--- src/sv/sha256_pkg.sv ---
`default_nettype none

package sha256_pkg;

    // sequencer states
    typedef enum logic [2:0] {
        ST_IDLE,
        ST_PAD,
        ST_LEN,
        ST_ROUND,
        ST_UPDATE,
        ST_OUT
    } t_state;

    // padding marker and the fill level where the length field starts
    localparam logic [7:0] PAD_MARK  = 8'h80;
    localparam logic [5:0] LEN_START = 6'd56;

    // round constants
    localparam logic [31:0] ROUND_K [0:63] = '{
        32'h428A2F98, 32'h71374491, 32'hB5C0FBCF, 32'hE9B5DBA5,
        32'h3956C25B, 32'h59F111F1, 32'h923F82A4, 32'hAB1C5ED5,
        32'hD807AA98, 32'h12835B01, 32'h243185BE, 32'h550C7DC3,
        32'h72BE5D74, 32'h80DEB1FE, 32'h9BDC06A7, 32'hC19BF174,
        32'hE49B69C1, 32'hEFBE4786, 32'h0FC19DC6, 32'h240CA1CC,
        32'h2DE92C6F, 32'h4A7484AA, 32'h5CB0A9DC, 32'h76F988DA,
        32'h983E5152, 32'hA831C66D, 32'hB00327C8, 32'hBF597FC7,
        32'hC6E00BF3, 32'hD5A79147, 32'h06CA6351, 32'h14292967,
        32'h27B70A85, 32'h2E1B2138, 32'h4D2C6DFC, 32'h53380D13,
        32'h650A7354, 32'h766A0ABB, 32'h81C2C92E, 32'h92722C85,
        32'hA2BFE8A1, 32'hA81A664B, 32'hC24B8B70, 32'hC76C51A3,
        32'hD192E819, 32'hD6990624, 32'hF40E3585, 32'h106AA070,
        32'h19A4C116, 32'h1E376C08, 32'h2748774C, 32'h34B0BCB5,
        32'h391C0CB3, 32'h4ED8AA4A, 32'h5B9CCA4F, 32'h682E6FF3,
        32'h748F82EE, 32'h78A5636F, 32'h84C87814, 32'h8CC70208,
        32'h90BEFFFA, 32'hA4506CEB, 32'hBEF9A3F7, 32'hC67178F2
    };

    // initial hash value
    localparam logic [31:0] HASH_IV [0:7] = '{
        32'h6A09E667, 32'hBB67AE85, 32'h3C6EF372, 32'hA54FF53A,
        32'h510E527F, 32'h9B05688C, 32'h1F83D9AB, 32'h5BE0CD19
    };

endpackage

`default_nettype wire

--- src/sv/sha256_stream_hasher.sv ---
// SHA-256 over a byte stream. Each input word carries one message byte in tdata, tuser set
// when the byte is valid and tlast closing the message. A byte is taken whenever the block
// is idle; the 64th byte of a block starts the single round unit, which runs 64 rounds and
// then folds the result into the hash, and the input is not ready during compression. On
// tlast the padding bytes and the 8-byte bit length are shifted in one per cycle, pausing
// while a full block is compressed when the length needs a second block; one or two
// compressions follow, then the digest leaves as four 64-bit words, most significant
// first, and the block returns to its initial state.
`default_nettype none

module sha256_stream_hasher (
    input  wire logic        i_clk,
    input  wire logic        i_rst_n,
    input  wire logic        i_s_axis_tvalid,
    output logic             o_s_axis_tready,
    input  wire logic [7:0]  i_s_axis_tdata,   // [7:0] data_byte
    input  wire logic        i_s_axis_tuser,   // [0] byte_present
    input  wire logic        i_s_axis_tlast,   // end_of_message
    output logic             o_m_axis_tvalid,
    input  wire logic        i_m_axis_tready,
    output logic [63:0]      o_m_axis_tdata,   // [63:0] digest_part
    output logic [1:0]       o_m_axis_tuser,   // [1:0] part_index
    output logic             o_m_axis_tlast    // last_part
);

    sha256_pkg::t_state r_state, n_state;
    logic [31:0]  r_hash [0:7];
    logic [31:0]  n_hash [0:7];
    logic [31:0]  r_wrk  [0:7];
    logic [31:0]  n_wrk  [0:7];
    logic [511:0] r_blk, n_blk;
    logic [5:0]   r_fill, n_fill;
    logic [60:0]  r_total, n_total;
    logic [5:0]   r_round, n_round;
    logic [1:0]   r_part, n_part;
    logic         r_closing, n_closing;
    logic         r_pad_first, n_pad_first;
    logic         r_len_done, n_len_done;

    logic         push;
    logic [7:0]   push_byte;
    logic         start_comp;
    logic [63:0]  bit_len;
    logic [7:0]   len_byte;
    logic [31:0]  w_cur, w_new, t1, t2;

    function automatic logic [31:0] big_s0(input logic [31:0] x);
        big_s0 = {x[1:0], x[31:2]} ^ {x[12:0], x[31:13]} ^ {x[21:0], x[31:22]};
    endfunction

    function automatic logic [31:0] big_s1(input logic [31:0] x);
        big_s1 = {x[5:0], x[31:6]} ^ {x[10:0], x[31:11]} ^ {x[24:0], x[31:25]};
    endfunction

    function automatic logic [31:0] small_s0(input logic [31:0] x);
        small_s0 = {x[6:0], x[31:7]} ^ {x[17:0], x[31:18]} ^ {3'b000, x[31:3]};
    endfunction

    function automatic logic [31:0] small_s1(input logic [31:0] x);
        small_s1 = {x[16:0], x[31:17]} ^ {x[18:0], x[31:19]} ^ {10'd0, x[31:10]};
    endfunction

    // length field bytes, most significant first while fill runs 56..63
    assign bit_len  = {r_total, 3'b000};
    assign len_byte = bit_len[63 - {r_fill[2:0], 3'b000} -: 8];

    // message schedule from the sliding 16-word window, oldest word on top
    assign w_cur = r_blk[511:480];
    assign w_new = w_cur + small_s0(r_blk[479:448]) + r_blk[223:192]
                 + small_s1(r_blk[63:32]);

    // shared round unit
    assign t1 = r_wrk[7] + big_s1(r_wrk[4])
              + ((r_wrk[4] & r_wrk[5]) ^ (~r_wrk[4] & r_wrk[6]))
              + sha256_pkg::ROUND_K[r_round] + w_cur;
    assign t2 = big_s0(r_wrk[0])
              + ((r_wrk[0] & r_wrk[1]) ^ (r_wrk[0] & r_wrk[2]) ^ (r_wrk[1] & r_wrk[2]));

    // output word straight from the hash registers
    assign o_m_axis_tdata = {r_hash[{r_part, 1'b0}], r_hash[{r_part, 1'b1}]};
    assign o_m_axis_tuser = r_part;
    assign o_m_axis_tlast = (r_part == 2'd3);

    // sequencer next state
    always_comb begin
        n_state     = r_state;
        n_hash      = r_hash;
        n_wrk       = r_wrk;
        n_blk       = r_blk;
        n_fill      = r_fill;
        n_total     = r_total;
        n_round     = r_round;
        n_part      = r_part;
        n_closing   = r_closing;
        n_pad_first = r_pad_first;
        n_len_done  = r_len_done;
        push        = 1'b0;
        push_byte   = 8'h00;
        start_comp  = 1'b0;
        o_s_axis_tready = 1'b0;
        o_m_axis_tvalid = 1'b0;

        case (r_state)
            sha256_pkg::ST_IDLE: begin
                o_s_axis_tready = 1'b1;
                if (i_s_axis_tvalid) begin
                    if (i_s_axis_tuser) begin
                        push      = 1'b1;
                        push_byte = i_s_axis_tdata;
                        n_total   = r_total + 61'd1;
                    end
                    if (i_s_axis_tlast) begin
                        n_closing   = 1'b1;
                        n_pad_first = 1'b1;
                    end
                    if (i_s_axis_tuser && r_fill == 6'd63) begin
                        start_comp = 1'b1;
                    end else if (i_s_axis_tlast) begin
                        n_state = sha256_pkg::ST_PAD;
                    end
                end
            end
            sha256_pkg::ST_PAD: begin
                push        = 1'b1;
                push_byte   = r_pad_first ? sha256_pkg::PAD_MARK : 8'h00;
                n_pad_first = 1'b0;
                if (r_fill == 6'd63) begin
                    start_comp = 1'b1;
                end else if (r_fill == sha256_pkg::LEN_START - 6'd1) begin
                    n_state = sha256_pkg::ST_LEN;
                end
            end
            sha256_pkg::ST_LEN: begin
                push      = 1'b1;
                push_byte = len_byte;
                if (r_fill == 6'd63) begin
                    start_comp = 1'b1;
                    n_len_done = 1'b1;
                end
            end
            sha256_pkg::ST_ROUND: begin
                n_wrk[7] = r_wrk[6];
                n_wrk[6] = r_wrk[5];
                n_wrk[5] = r_wrk[4];
                n_wrk[4] = r_wrk[3] + t1;
                n_wrk[3] = r_wrk[2];
                n_wrk[2] = r_wrk[1];
                n_wrk[1] = r_wrk[0];
                n_wrk[0] = t1 + t2;
                n_blk    = {r_blk[479:0], w_new};
                n_round  = r_round + 6'd1;
                if (r_round == 6'd63) begin
                    n_state = sha256_pkg::ST_UPDATE;
                end
            end
            sha256_pkg::ST_UPDATE: begin
                for (int i = 0; i < 8; i++) begin
                    n_hash[i] = r_hash[i] + r_wrk[i];
                end
                if (!r_closing) begin
                    n_state = sha256_pkg::ST_IDLE;
                end else if (r_len_done) begin
                    n_state = sha256_pkg::ST_OUT;
                    n_part  = 2'd0;
                end else begin
                    n_state = sha256_pkg::ST_PAD;
                end
            end
            sha256_pkg::ST_OUT: begin
                o_m_axis_tvalid = 1'b1;
                if (i_m_axis_tready) begin
                    if (r_part == 2'd3) begin
                        n_hash      = sha256_pkg::HASH_IV;
                        n_fill      = 6'd0;
                        n_total     = 61'd0;
                        n_closing   = 1'b0;
                        n_pad_first = 1'b0;
                        n_len_done  = 1'b0;
                        n_state     = sha256_pkg::ST_IDLE;
                    end else begin
                        n_part = r_part + 2'd1;
                    end
                end
            end
            default: begin
                n_state = sha256_pkg::ST_IDLE;
            end
        endcase

        // shift a byte into the block, fill wraps to zero on a full block
        if (push) begin
            n_blk  = {r_blk[503:0], push_byte};
            n_fill = r_fill + 6'd1;
        end

        // load the working variables for a new block
        if (start_comp) begin
            n_wrk   = r_hash;
            n_round = 6'd0;
            n_state = sha256_pkg::ST_ROUND;
        end
    end

    // control and hash state
    always_ff @(posedge i_clk) begin
        if (!i_rst_n) begin
            r_state     <= sha256_pkg::ST_IDLE;
            r_hash      <= sha256_pkg::HASH_IV;
            r_fill      <= 6'd0;
            r_total     <= 61'd0;
            r_round     <= 6'd0;
            r_part      <= 2'd0;
            r_closing   <= 1'b0;
            r_pad_first <= 1'b0;
            r_len_done  <= 1'b0;
        end else begin
            r_state     <= n_state;
            r_hash      <= n_hash;
            r_fill      <= n_fill;
            r_total     <= n_total;
            r_round     <= n_round;
            r_part      <= n_part;
            r_closing   <= n_closing;
            r_pad_first <= n_pad_first;
            r_len_done  <= n_len_done;
        end
    end

    // block window and working variables
    always_ff @(posedge i_clk) begin
        r_blk <= n_blk;
        r_wrk <= n_wrk;
    end

    // input and output never open at the same time
    a_no_overlap: assert property (@(posedge i_clk) disable iff (!i_rst_n)
        !(o_s_axis_tready && o_m_axis_tvalid))
        else $error("input ready while digest is pending");

    // last digest word returns the block to an empty message
    a_clean_after_digest: assert property (@(posedge i_clk) disable iff (!i_rst_n)
        (o_m_axis_tvalid && i_m_axis_tready && o_m_axis_tlast) |=>
        (r_fill == 6'd0 && r_total == 61'd0 && r_state == sha256_pkg::ST_IDLE))
        else $error("state not cleared after digest");

    // the final round hands over to the hash update
    a_round_end: assert property (@(posedge i_clk) disable iff (!i_rst_n)
        (r_state == sha256_pkg::ST_ROUND && r_round == 6'd63) |=>
        (r_state == sha256_pkg::ST_UPDATE))
        else $error("round count did not end in update");

    // the length field only goes into the last eight bytes of a block
    a_len_position: assert property (@(posedge i_clk) disable iff (!i_rst_n)
        (r_state == sha256_pkg::ST_LEN) |-> (r_fill >= sha256_pkg::LEN_START))
        else $error("length field misplaced");

endmodule

`default_nettype wire

--- config.mk ---
export PLATFORM = sky130hd
export DESIGN_NAME = sha256_stream_hasher
export DESIGN_NICKNAME = d
export VERILOG_FILES = /design/src/sv/sha256_pkg.sv /design/src/sv/sha256_stream_hasher.sv
export SDC_FILE = /design/constraint.sdc
export NUM_CORES = 2
export LEC_CHECK = 0
export BUFFER_PORTS_ARGS = -buffer_cell sky130_fd_sc_hd__buf_2
export CAP_MARGIN = 20
export CORE_MARGIN = 5
export CORE_UTILIZATION = 30
export DETAILED_ROUTE_END_ITERATION = 10
export HOLD_SLACK_MARGIN = 0.12
export SYNTH_ARGS = -nofsm -noshare
export SYNTH_HDL_FRONTEND = slang
export SYNTH_SLANG_ARGS = --single-unit
--- constraint.sdc ---
create_clock -name i_clk -period 21.9 [get_ports i_clk]
set_input_delay 1.095 -clock i_clk [delete_from_list [all_inputs] [get_ports i_clk]]
set_output_delay 1.095 -clock i_clk [all_outputs]
set_load 0.005 [all_outputs]
==> summary.txt <==
STA
  • Final setup vio count: 0
  • Pins Over Slew Limit: 0
  • Period Utilization, post-route: 0.464
  • Hold Vio Cnt, Final: 0
  • Unrepaired setup endpoints after global routing: no
  • Final Critical Period: 10.16 ns
  • Max Clk Rate: 0.0985 GHz
  • Final clock skew: 0.0465 ns
  • Slew headroom: 0.182
  • Fin Setup TNS: 0 ns
  • Worst-margin pin slew: 1.21 ns

Critical path
  • Crit Path Class: flip-flop to flip-flop
  • Reg2Reg Depth: 33
  • Critical Path End Type: flip-flop
  • Max FO, Critical Path: 24
  • Most used cell, CP: a21oi_1
  • Arr. time, crit path: 10.62 ns
  • Reg2reg start: r_round[0]
  • Reg-to-reg endpoint: r_wrk[253]
  • Critical Path Sink: r_wrk[253]
  • CP peak stage delay: 1.04 ns
  • CP Data Required Time: 22.37 ns
  • Worst setup startpoint: r_round[0]
  • R2R Setup Slk: 11.75 ns
  • Critical-path top delay cell: o41ai_1
  • Critical path launch point type: flip-flop

Synth
  • Yosys reg bits: 1105
  • Mapped Avg Cell Area: 8.83 sq um
  • Cell variety after synth: 91
  • Post-Synthesis Cells: 8400
  • Post-synth EDFFs: 768
  • Share of flip-flops with an asynchronous set or reset: 0
  • Syn_nets: 9009
  • Register area share after synthesis: 0.402
  • Synthesized cell area: 74200 sq um
  • Yosys warns: 0
  • Main synth FF type: edfxtp_1

CTS
  • CTS tree: built
  • CTS Root Cell: clkbuf_16
  • CTS Hold Bufs: 0
  • Clock tree buffer depth: 3
  • Clock-pin slew on the worst setup and hold paths: 0.06 ns
  • Post_cts resized: 0
  • Clk_lat worst skew: 0.79 ns
  • Setup Buffers After CTS: 0
  • CTS sink cnt: 1105
  • CTS H-tree lvls: 3
  • Cts bufs inserted: 121

Route
  • Routed via count: 61200
  • DRT antenna net count: 0
  • TritonRoute pass-1 iters: 6
  • Iter 0 DRT Violations: 5788
  • Vias per inst: 5.25
  • Drt drc: 0
  • Drt wl/cell: 22.2 um
  • Routed WL: 259000 um

Cells and area
  • Area Overhead vs Synth: 10.4%
  • Core Util, Final: 0.333
  • Multi-input gate area: 40900 sq um
  • Storage cell area: 29800 sq um
  • Fillers: 25500
  • NumNets Final: 8844
  • Commonest cells after routing, fill and taps aside: nand2_1, edfxtp_1, inv_1, nor2_1, o21ai_0
  • Commonest non-fill, non-tap cell in the layout: nand2_1
  • Layout cell share with drive strength beyond 1: 0.0630

Die
  • Die Span Y: 507 um
  • Die area: 257000 sq um
  • Initial Util: 0.301
  • I/O pin count: 83
  • Die width: 507 um
  • Core area: 246000 sq um
  • Core Rows: 182

GRT
  • Tot GR Track Use: 0.193
  • First-pass GRT wire length: 380000 um
  • Largest net degree at the start of global routing: 221
  • Remaining Overflow, GRT: 0
  • Initial antenna violation count: 14
  • Vias in the first global route: 57500

Worst hold path
  • Hold WC Path Type: flip-flop to flip-flop
  • Hold Startpoint: r_fill[5]

Outcome
  • Status: completed

Placed design
  • Dpl hpwl: 192000 um
  • PortBufs: 82
  • Placer congestion estimate: 0.961

Job
  • Max-cap viol count: 0
[routing by layer]
| layer | routed length, um | part of all wire | global-route usage |
|---|---|---|---|
| met5 | 22 | 0.000085 | 0 |
| met4 | 9220 | 0.036 | 0.0651 |
| met3 | 19000 | 0.073 | 0.0291 |
| met2 | 114000 | 0.44 | 0.298 |
| met1 | 117000 | 0.45 | 0.276 |
[per-stage QoR]
step / area, sq um / instances / worst slack [ns] / hold slack [ns]
2_1_floorplan: 74200 / 8400 / 7.64 / 0.443
3_3_place_gp: 77900 / 11400 / 12.12 / 0.465
3_5_place_dp: 77900 / 11400 / 11.96 / 0.483
4_1_cts: 81800 / 11600 / 11.90 / 0.496
5_1_grt: 81900 / 11700 / 11.25 / 0.525
6_report: 81900 / 11700 / 11.75 / 0.494
[how the worst min path moves through the flow]
stage,endpoint,cells after the start
floorplan,r_fill[5],1
global placement,r_fill[5],1
detailed placement,r_fill[5],1
CTS,r_fill[5],1
global route,r_fill[5],1
finish,r_fill[5],1
[registers in the layout (all words and copies together), names as in the netlist]
signal	flops
r_len_done	1
r_total	61
r_round	6
r_blk	512
r_closing	1
r_fill	6
o_m_axis_tuser	2
r_pad_first	1
r_hash	256
r_wrk	256
r_state	3
[kinds of logic after synthesis]
logic type      synth area share
buf+inv                   0.0493
compound gates             0.144
flops                      0.402
simple gates               0.180
mux                       0.0323
fa+ha+maj                  0.121
xor+xnor                  0.0721
[cell usage after synthesis (8+ instances only)]
| library cell | n | share of area |
|---|---|---|
| a2111oi_0 | 11 | 0.0013 |
| a211o_1 | 14 | 0.0017 |
| a211oi_1 | 54 | 0.0055 |
| a21boi_0 | 10 | 0.0010 |
| a21o_1 | 174 | 0.018 |
| a21oi_1 | 450 | 0.030 |
| a22oi_1 | 77 | 0.0078 |
| a311oi_1 | 22 | 0.0026 |
| a31oi_1 | 46 | 0.0039 |
| and2_1 | 26 | 0.0022 |
| and3_1 | 35 | 0.0030 |
| buf_1 | 23 | 0.0012 |
| clkbuf_1 | 434 | 0.022 |
| dfxtp_1 | 337 | 0.091 |
| edfxtp_1 | 768 | 0.31 |
| fa_1 | 197 | 0.053 |
| ha_1 | 398 | 0.067 |
| inv_1 | 505 | 0.026 |
| mux2_2 | 30 | 0.0046 |
| mux2i_1 | 26 | 0.0035 |
| mux4_2 | 80 | 0.024 |
| nand2_1 | 2266 | 0.11 |
| nand2b_1 | 46 | 0.0039 |
| nand3_1 | 96 | 0.0065 |
| nand3b_1 | 9 | 0.00091 |
| nand4_1 | 26 | 0.0022 |
| nor2_1 | 498 | 0.025 |
| nor2b_1 | 57 | 0.0048 |
| nor3_1 | 96 | 0.0065 |
| nor3b_1 | 8 | 0.00081 |
| nor4_1 | 14 | 0.0012 |
| o211ai_1 | 22 | 0.0022 |
| o21a_1 | 60 | 0.0061 |
| o21ai_0 | 467 | 0.031 |
| o21bai_1 | 43 | 0.0044 |
| o221ai_1 | 17 | 0.0020 |
| o22ai_1 | 88 | 0.0074 |
| o311ai_0 | 12 | 0.0014 |
| o31a_1 | 9 | 0.0011 |
| o31ai_1 | 39 | 0.0039 |
| o41ai_1 | 10 | 0.0012 |
| or2_2 | 17 | 0.0014 |
| or3_1 | 43 | 0.0036 |
| xnor2_1 | 341 | 0.040 |
| xor2_1 | 270 | 0.032 |
[layout make-up]
| type | count | area share |
|---|---|---|
| multi-input cells | 6324 | 0.499 |
| flip-flops and latches | 1105 | 0.364 |
| well taps | 3312 | 0.0506 |
| clock buffers | 164 | 0.0422 |
| inverters | 510 | 0.0234 |
| repair buffers | 173 | 0.0146 |
| clock inverters | 62 | 0.00625 |
| diodes | 7 | 0.000214 |
[worst max-delay path, delay by kind of cell (launching register included)]
kind / cells / cell delay (ns)
AOI/OAI and AO/OA: 14 / 4.13
xor gates and xnor gates: 2 / 0.39
adders and majority gates: 6 / 2.71
buffers and inverters: 6 / 1.50
DFF: 1 / 0.31
and+or+nand+nor: 5 / 0.79
Power is not shown: default switching activity piles up to over one toggle a cycle in this logic, so the estimate is an artifact.
